--- src/static_linked_list_engine_defines.svh ---
// assertion macros for the static linked list engine
// used by static_linked_list_engine.sv, expects clk and arst_n in scope
`ifndef STATIC_LINKED_LIST_ENGINE_DEFINES_SVH
`define STATIC_LINKED_LIST_ENGINE_DEFINES_SVH

// property checked at every clock edge outside reset
`define SLL_ASSERT(lbl, prop, msg) \
	lbl: assert property (@(posedge clk) disable iff (!arst_n) (prop)) else $error(msg);

// implication checked outside reset
`define SLL_ASSERT_IMP(lbl, ante, cons, msg) \
	lbl: assert property (@(posedge clk) disable iff (!arst_n) (ante) |-> (cons)) else $error(msg);

`endif

--- src/sll_pkg.sv ---
// types and constants for the static linked list engine
// no dependencies
`timescale 1ns / 1ps
`default_nettype none

package sll_pkg;

	localparam int NODES  = 64;
	localparam int IDX_W  = 6;
	localparam int DATA_W = 32;
	localparam int OP_W   = 4;

	localparam logic [IDX_W-1:0] HEAD_NODE = IDX_W'(NODES - 1);
	localparam logic [IDX_W-1:0] MAX_ELEMS = IDX_W'(NODES - 2);

	typedef enum logic [OP_W-1:0] {
		OP_INSERT  = 4'd0,
		OP_APPEND  = 4'd1,
		OP_DEL_AT  = 4'd2,
		OP_DEL_VAL = 4'd3,
		OP_GET     = 4'd4,
		OP_LOCATE  = 4'd5,
		OP_PREV    = 4'd6,
		OP_NEXT    = 4'd7,
		OP_CLEAR   = 4'd8
	} op_t;

	typedef enum logic [2:0] {
		ST_IDLE,
		ST_WALK,
		ST_NEXT,
		ST_ALLOC,
		ST_ALLOC2,
		ST_LINK,
		ST_FREE,
		ST_DONE
	} state_t;

	// link of a node that has not been written since reset
	function automatic logic [IDX_W-1:0] reset_link(input logic [IDX_W-1:0] a);
		logic [IDX_W-1:0] r;
		r = '0;
		if (a < MAX_ELEMS)
			r = a + 1'b1;
		return r;
	endfunction

endpackage

`default_nettype wire

--- src/static_linked_list_engine.sv ---
// static linked list engine: cursor list in a node store with a free list
// depends on sll_pkg and static_linked_list_engine_defines.svh
//
// usage
//   input channel in_valid/in_ready carries op, position and value; one item
//   is taken only while the engine is idle, and each item yields exactly one
//   result item on out_valid/out_ready (ok, value_out, node_index, list_length)
//   clear and rejected items go from idle straight to done; append passes
//   through alloc, alloc2 and link; positional and value operations walk the
//   list one node per cycle through the registered node memory read port,
//   then insert relinks through alloc, alloc2 and link, delete through link
//   and free; a new item is taken only after the last one has left done, and
//   it is accepted while a finished result still waits in the output register
//   reset: the list is empty and every node from 1 to 62 is on the free list;
//   per-node valid bits stand in for the reset links, no clearing pass runs
//   stall: when out_ready is low the result holds and a finished second item
//   waits in its last state until the output register frees up
`timescale 1ns / 1ps
`default_nettype none
`include "static_linked_list_engine_defines.svh"

module static_linked_list_engine
	import sll_pkg::*;
(
	input  wire  logic                     clk,
	input  wire  logic                     arst_n,
	input  wire  logic                     in_valid,
	output logic                           in_ready,
	input  wire  logic [OP_W-1:0]          op,
	input  wire  logic [IDX_W-1:0]         position,
	input  wire  logic signed [DATA_W-1:0] value,
	output logic                           out_valid,
	input  wire  logic                     out_ready,
	output logic                           ok,
	output logic signed [DATA_W-1:0]       value_out,
	output logic [IDX_W-1:0]               node_index,
	output logic [IDX_W-1:0]               list_length
);

	state_t state_q, state_d;

	logic [DATA_W-1:0] data_mem [NODES];
	logic [IDX_W-1:0]  link_mem [NODES];
	logic [NODES-1:0]  lv_q;

	logic [OP_W-1:0]   op_q;
	logic [DATA_W-1:0] val_q;
	logic [IDX_W-1:0]  steps_q, prev_q, cur_q, nj_q;
	logic [IDX_W-1:0]  fhead_q, lhead_q, tail_q, cnt_q;
	logic [DATA_W-1:0] pdata_q, rdata_q;
	logic [IDX_W-1:0]  link_rd_q, raddr_q;
	logic              lvr_q;
	logic              res_ok_q;
	logic [DATA_W-1:0] res_val_q;
	logic [IDX_W-1:0]  res_node_q;
	logic              out_valid_q, ok_q;
	logic [DATA_W-1:0] value_out_q;
	logic [IDX_W-1:0]  node_index_q, list_length_q;

	logic [IDX_W-1:0]  rlink, ra;
	logic              accept, match, pos_mode, hit, pos_ok, ins_ok, app_ok, out_free;
	logic              lw_en, lw_mem_en, dw_en;
	logic [IDX_W-1:0]  lw_addr, lw_data;

	assign accept   = in_valid && in_ready;
	assign in_ready = (state_q == ST_IDLE);
	assign out_free = !out_valid_q || out_ready;

	assign rlink = (raddr_q == '0) ? fhead_q :
	               (raddr_q == HEAD_NODE) ? lhead_q :
	               lvr_q ? link_rd_q : reset_link(raddr_q);
	assign match = (rdata_q == val_q);

	assign pos_ok = (position != '0) && (position <= cnt_q);
	assign ins_ok = (position != '0) && ({1'b0, position} <= ({1'b0, cnt_q} + 1'b1))
	                && (fhead_q != '0);
	assign app_ok = (cnt_q < MAX_ELEMS) && (fhead_q != '0);

	assign pos_mode = (op_q == OP_INSERT) || (op_q == OP_DEL_AT) || (op_q == OP_GET);

	always_comb begin
		if (pos_mode)
			hit = (steps_q == '0);
		else if (cur_q == '0)
			hit = 1'b1;
		else if (op_q == OP_PREV)
			hit = match && (prev_q != HEAD_NODE);
		else
			hit = match;
	end

	// next state
	always_comb begin
		state_d = state_q;
		case (state_q)
			ST_IDLE: begin
				if (in_valid) begin
					case (op)
						OP_INSERT:  state_d = ins_ok ? ST_WALK : ST_DONE;
						OP_APPEND:  state_d = app_ok ? ST_ALLOC : ST_DONE;
						OP_DEL_AT,
						OP_GET:     state_d = pos_ok ? ST_WALK : ST_DONE;
						OP_DEL_VAL,
						OP_LOCATE,
						OP_PREV,
						OP_NEXT:    state_d = ST_WALK;
						default:    state_d = ST_DONE;
					endcase
				end
			end
			ST_WALK: begin
				if (hit) begin
					case (op_q)
						OP_INSERT:  state_d = ST_ALLOC;
						OP_DEL_AT,
						OP_DEL_VAL: state_d = (cur_q != '0) ? ST_LINK : ST_DONE;
						OP_NEXT:    state_d = (cur_q != '0 && rlink != '0) ? ST_NEXT : ST_DONE;
						default:    state_d = ST_DONE;
					endcase
				end
			end
			ST_NEXT:   state_d = ST_DONE;
			ST_ALLOC:  state_d = ST_ALLOC2;
			ST_ALLOC2: state_d = ST_LINK;
			ST_LINK:   state_d = (op_q == OP_INSERT || op_q == OP_APPEND) ? ST_DONE : ST_FREE;
			ST_FREE:   state_d = ST_DONE;
			ST_DONE:   state_d = out_free ? ST_IDLE : ST_DONE;
			default:   state_d = ST_IDLE;
		endcase
	end

	// memory ports
	always_comb begin
		lw_en   = 1'b0;
		lw_addr = '0;
		lw_data = '0;
		dw_en   = 1'b0;
		case (state_q)
			ST_IDLE:   ra = lhead_q;
			ST_ALLOC:  ra = fhead_q;
			default:   ra = rlink;
		endcase
		case (state_q)
			ST_IDLE: begin
				if (accept && op == OP_CLEAR && lhead_q != '0) begin
					lw_en   = 1'b1;
					lw_addr = tail_q;
					lw_data = fhead_q;
				end
			end
			ST_ALLOC2: begin
				lw_en   = 1'b1;
				lw_addr = fhead_q;
				lw_data = cur_q;
				dw_en   = 1'b1;
			end
			ST_LINK: begin
				lw_en   = 1'b1;
				lw_addr = prev_q;
				lw_data = nj_q;
			end
			ST_FREE: begin
				lw_en   = 1'b1;
				lw_addr = cur_q;
				lw_data = fhead_q;
			end
			default: begin
				lw_en = 1'b0;
			end
		endcase
		lw_mem_en = lw_en && (lw_addr != HEAD_NODE);
	end

	always_ff @(posedge clk) begin
		rdata_q   <= data_mem[ra];
		link_rd_q <= link_mem[ra];
		if (dw_en)
			data_mem[fhead_q] <= val_q;
		if (lw_mem_en)
			link_mem[lw_addr] <= lw_data;
	end

	always_ff @(posedge clk or negedge arst_n) begin
		if (!arst_n) begin
			lv_q    <= '0;
			raddr_q <= '0;
			lvr_q   <= 1'b0;
		end else begin
			raddr_q <= ra;
			lvr_q   <= lv_q[ra];
			if (lw_mem_en)
				lv_q[lw_addr] <= 1'b1;
		end
	end

	always_ff @(posedge clk) begin
		if (accept) begin
			op_q  <= op;
			val_q <= value;
		end
	end

	always_ff @(posedge clk or negedge arst_n) begin
		if (!arst_n) begin
			state_q    <= ST_IDLE;
			steps_q    <= '0;
			prev_q     <= HEAD_NODE;
			cur_q      <= '0;
			nj_q       <= '0;
			pdata_q    <= '0;
			fhead_q    <= IDX_W'(1);
			lhead_q    <= '0;
			tail_q     <= HEAD_NODE;
			cnt_q      <= '0;
			res_ok_q   <= 1'b0;
			res_val_q  <= '1;
			res_node_q <= '0;
		end else begin
			state_q <= state_d;
			if (lw_en && lw_addr == HEAD_NODE)
				lhead_q <= lw_data;
			case (state_q)
				ST_IDLE: begin
					if (accept) begin
						res_ok_q   <= 1'b0;
						res_val_q  <= '1;
						res_node_q <= '0;
						steps_q    <= position - 1'b1;
						if (op == OP_APPEND) begin
							prev_q <= tail_q;
							cur_q  <= '0;
						end else begin
							prev_q <= HEAD_NODE;
							cur_q  <= lhead_q;
						end
						if (op == OP_CLEAR) begin
							if (lhead_q != '0) begin
								fhead_q <= lhead_q;
								lhead_q <= '0;
							end
							tail_q    <= HEAD_NODE;
							cnt_q     <= '0;
							res_ok_q  <= 1'b1;
							res_val_q <= '0;
						end
					end
				end
				ST_WALK: begin
					if (hit) begin
						case (op_q)
							OP_GET: begin
								res_ok_q  <= 1'b1;
								res_val_q <= rdata_q;
							end
							OP_DEL_AT,
							OP_DEL_VAL,
							OP_LOCATE: begin
								if (cur_q != '0) begin
									nj_q      <= rlink;
									res_ok_q  <= 1'b1;
									res_val_q <= rdata_q;
									if (op_q == OP_LOCATE)
										res_node_q <= cur_q;
								end
							end
							OP_PREV: begin
								if (cur_q != '0) begin
									res_ok_q  <= 1'b1;
									res_val_q <= pdata_q;
								end
							end
							default: begin
								nj_q <= nj_q;
							end
						endcase
					end else begin
						prev_q  <= cur_q;
						pdata_q <= rdata_q;
						cur_q   <= rlink;
						steps_q <= steps_q - 1'b1;
					end
				end
				ST_NEXT: begin
					res_ok_q  <= 1'b1;
					res_val_q <= rdata_q;
				end
				ST_ALLOC2: begin
					fhead_q    <= rlink;
					nj_q       <= fhead_q;
					res_ok_q   <= 1'b1;
					res_val_q  <= '0;
					res_node_q <= fhead_q;
					cnt_q      <= cnt_q + 1'b1;
					if (cur_q == '0)
						tail_q <= fhead_q;
				end
				ST_LINK: begin
					if (op_q == OP_DEL_AT || op_q == OP_DEL_VAL) begin
						if (nj_q == '0)
							tail_q <= prev_q;
					end
				end
				ST_FREE: begin
					fhead_q <= cur_q;
					if (cnt_q != '0)
						cnt_q <= cnt_q - 1'b1;
				end
				default: begin
					nj_q <= nj_q;
				end
			endcase
		end
	end

	// result register
	always_ff @(posedge clk or negedge arst_n) begin
		if (!arst_n) begin
			out_valid_q <= 1'b0;
		end else if (state_q == ST_DONE && out_free) begin
			out_valid_q <= 1'b1;
		end else if (out_ready) begin
			out_valid_q <= 1'b0;
		end
	end

	always_ff @(posedge clk) begin
		if (state_q == ST_DONE && out_free) begin
			ok_q          <= res_ok_q;
			value_out_q   <= res_val_q;
			node_index_q  <= res_node_q;
			list_length_q <= cnt_q;
		end
	end

	assign out_valid   = out_valid_q;
	assign ok          = ok_q;
	assign value_out   = value_out_q;
	assign node_index  = node_index_q;
	assign list_length = list_length_q;

	`SLL_ASSERT(a_cnt_range, cnt_q <= MAX_ELEMS, "element count beyond capacity")
	`SLL_ASSERT_IMP(a_free_full, state_q == ST_IDLE,
		(fhead_q == '0) == (cnt_q == MAX_ELEMS), "free list and count disagree")
	`SLL_ASSERT_IMP(a_empty_list, state_q == ST_IDLE && cnt_q == '0,
		lhead_q == '0 && tail_q == HEAD_NODE, "empty list with live head or tail")
	`SLL_ASSERT_IMP(a_fail_out, out_valid && !ok,
		value_out == '1 && node_index == '0, "failed item with payload")

endmodule

`default_nettype wire
--- config.mk ---
export PLATFORM = sky130hd
export DESIGN_NAME = static_linked_list_engine
export DESIGN_NICKNAME = d
export VERILOG_FILES = /design/src/sll_pkg.sv /design/src/static_linked_list_engine.sv
export VERILOG_INCLUDE_DIRS = /design/src /design/src/src
export SDC_FILE = /design/constraint.sdc
export NUM_CORES = 2
export LEC_CHECK = 0
export ABC_AREA = 0
export BUFFER_PORTS_ARGS = -buffer_cell sky130_fd_sc_hd__clkbuf_2
export CAP_MARGIN = 20
export CORE_MARGIN = 4
export CORE_UTILIZATION = 65
export DETAILED_ROUTE_END_ITERATION = 8
export PLACE_DENSITY = 0.83
export SLEW_MARGIN = 20
export SYNTH_ARGS = -nofsm -noshare
export SYNTH_HDL_FRONTEND = slang
export SYNTH_SLANG_ARGS = --single-unit
--- constraint.sdc ---
create_clock -name clk -period 13.3 [get_ports clk]
set_input_delay 1.995 -clock clk [delete_from_list [all_inputs] [get_ports clk]]
set_output_delay 1.995 -clock clk [all_outputs]
set_load 0.05 [all_outputs]
==> key figures <==
Worst setup path
  • Worst r2r path cells: 13
  • Beginning of the critical path: state_q[0]
  • R2R Setup Slk: 6.72 ns
  • FF-to-FF Start: state_q[0]
  • Worst-path fanout max: 205
  • Slowest cell on crit path: buf_4
  • CP Data Required Time: 14.15 ns
  • Max incr delay on CP: 0.98 ns
  • Critical Path End: rdata_q[17]
  • Crit path kind: reg -> reg
  • CP Capture Type: flop
  • Crit path top cell by count: buf_4
  • Worst Path Arrival: 7.43 ns
  • Worst reg2reg endpoint: rdata_q[17]
  • Worst path cell trace: or2_1, a31o_2, a32o_1, a21oi_4, buf_4, buf_12, buf_4, buf_4, a21oi_1, a32o_1, o22ai_1, a221oi_1, nand4_1
  • CP Launch Type: flop

CTS
  • CTS tree: yes
  • Post-CTS sizing: 0
  • Clk sinks: 2745
  • Clock Pin Slew Worst Setup and Hold Paths: 0.07 ns
  • Cts hold-fix bufs: 0
  • Root Driver: clkbuf_16
  • Total CTS buffers: 276
  • Depth of the CTS H-tree: 5
  • Worst-Skew Late Latency: 0.95 ns
  • Clock Tree Buf Depth: 4
  • Setup Buffers After CTS: 0

Timing
  • Pins Over Slew Limit: 0
  • Setup TNS: 0 ns
  • Clock skew: 0.0822 ns
  • Max frequency: 152 MHz
  • Worst-Margin Slew: 1.28 ns
  • Finish-stage setup viols: 0
  • RSZ-0062 raised after global routing: no
  • Final min period: between 6 and 7 ns
  • Max-Slew Margin vs Limit: about 15%
  • Final Hold Fails: 0
  • Period utilization: 49.4%

Final layout
  • Commonest non-fill, non-tap cell in the layout: edfxtp_1
  • Fin cells: 10100
  • Multi-input gate area: 0.0247 mm^2
  • Nets@finish: about 8000
  • Sequential cell area: 0.0811 mm^2
  • Fillers: 8944
  • P&R area growth vs syn: 10.6%
  • Proportion of layout cells with a drive suffix above 1: 11.1%
  • Most frequent cells in the layout: 2513 x edfxtp_1, 1945 x nand2_1, 387 x a32oi_1, 368 x a21oi_1, 338 x nand3_1

Route
  • WL per Instance: 28.5 um
  • Starting DRT DRC Count: between 10000 and 15000
  • DRT Pass-1 Iters: 7
  • Routed WL: roughly 290 mm
  • DR WL met2: 133 mm
  • Metal1 wirelength: 95.1 mm
  • Antenna Violating Nets Remaining: 0
  • DRC viols: 0
  • DR vias/cell: just under 7
  • Via count: approximately 70000
  • Met3 routed WL: 45.1 mm
  • Highest routed layer: met5

Floorplan
  • Number of I/O pins: 93
  • Die height: 415 um
  • Starting Density: 65.7%
  • Core Region: 0.164 mm^2
  • Die area: approximately 0.17 mm^2
  • Row cnt: around 150
  • Die X: slightly above 400 um

Global route
  • Antenna violations before repair: 10
  • GR Overflow Total: 0
  • GRT Total Usage: 32.7%
  • Largest net degree at the start of global routing: 213
  • Vias in the first global route: slightly below 70000
  • Global-route wire length before repair: about 420 mm

Pwr
  • PwrDens: 270 mW/mm^2
  • Flop pwr share: 33.7%
  • Gate power share: 43.6%
  • Net Switching: around 14000 uW
  • Leak: 0.0396 uW
  • Worst VDD drop: 0.435 mV
  • Internal: 18400 uW
  • Clock power frac: 22.7%
  • Switch share: 42.5%

Status
  • Outcome: finished, final reports clean

Placement
  • Dpl hpwl: 148 mm
  • Placed cell count: 9601
  • Port Buffers: just over 90
  • Routability cong.: slightly below 0.9

Synthesis
  • Cell Area, Synth: 0.107 mm^2
  • Post-synthesis cell count: 7661
  • EDFF count, synth: 2513
  • Sequential area share after synthesis: approximately three quarters
  • Main synth FF type: edfxtp_1
  • Post-synth ARST share: 7.07%
  • Number of synthesized register bits: 2745
  • Synth warnings: 0
  • Synth Area per Inst: 14.0 um^2
  • Distinct cells, synth: slightly above 70

Run
  • Max_cap viols: 0

Hold path
  • Worst Hold Class: reg -> reg
[logic make-up after synthesis]
| kind of cell | synth area share (%) |
|---|---|
| flops | 75.5 |
| compound gates | 7.89 |
| xor+xnor | 0.367 |
| other cells | 0.00349 |
| fa+ha+maj | 0.263 |
| mux | 2.26 |
| simple gates | 11.6 |
| buf+inv | 2.07 |
[power by group through the flow]
| stage | registers [uW] | clock network, uW | logic, uW |
|---|---|---|---|
| 6_report | 10800 | 7290 | 14000 |
| 2_1_floorplan | 11000 | 0 | 9220 |
| 3_3_place_gp | 10900 | 0 | 12700 |
| 5_1_grt | 10800 | 7680 | 14800 |
| 4_1_cts | 10800 | 7300 | 13600 |
| 3_5_place_dp | 10900 | 0 | 13300 |
[per-layer routing]
layer  GRT usage, %  vias to the layer above
li1               -                    29000
met1           43.6                    33600
met2           51.0                     5790
met3           9.37                     1082
met4           14.1                        6
met5              0                        -
[layout make-up]
class	count	share of cell area (%)
inverter	33	0.117
antenna	3	0.00631
tap	2175	2.29
multi-input combinational	4394	20.8
clock buffer	363	6.22
sequential	2745	68.2
clock inverter	109	0.749
timing repair buffer	257	1.56
[flip-flops by register name, indices dropped and copies added (netlist names), 32 cells and up]
register,flops
data_mem,2048
link_mem,384
lv_q,64
pdata_q,32
rdata_q,32
res_val_q,32
val_q,32
value_out,32
[critical path: cells and delay by family (launching register included)]
kind	cells	cell delay [ns]
buffers and inverters	4	3.16
AOI/OAI and AO/OA	7	1.64
DFF	1	0.76
and+or+nand+nor	2	0.59
[worst min path at each step]
stage	startpoint	endpoint	slack [ns]	cells past startpoint
after floorplan	res_node_q[0]	node_index[0]	0.42	0
after global placement	lv_q[63]	lv_q[63]	0.36	0
after detailed placement	lv_q[63]	lv_q[63]	0.37	0
after CTS	lv_q[63]	lv_q[63]	0.39	0
after global routing	lv_q[63]	lv_q[63]	0.41	0
final	lv_q[63]	lv_q[63]	0.38	0
[cell usage after synthesis (all sizes together) (42+ instances only)]
cell type  instances  share of area, %
buf              227               1.0
or2               66              0.38
xnor2             42              0.34
a32oi            387               3.2
mux2i            173               1.6
nor2             225              0.79
nand3            338               1.6
clkbuf           267              0.93
a21oi            372               1.7
dfrtp            149               3.5
mux2              46              0.48
nand2           1945               6.8
dfstp             45               1.1
o21ai             59              0.27
nand4            209               1.2
a22oi            117              0.82
a32o              78              0.73
edfxtp          2513                70
[metrics by stage]
stage | setup slack (ns) | util (%) | cell area (um^2) | total power (uW) | hold slack, ns
detailed placement | 7.06 | 67.6 | 111000 | 24300 | 0.372
floorplan | 8.18 | - | 107000 | 20200 | 0.419
finish | 6.72 | 72.7 | 119000 | 32100 | 0.384
CTS | 7.00 | 72.7 | 119000 | 31600 | 0.386
global route | 6.56 | 72.7 | 119000 | 33300 | 0.406
global placement | 7.29 | 67.6 | 111000 | 23700 | 0.365
Note: power is estimated with default switching activity, not from simulation.
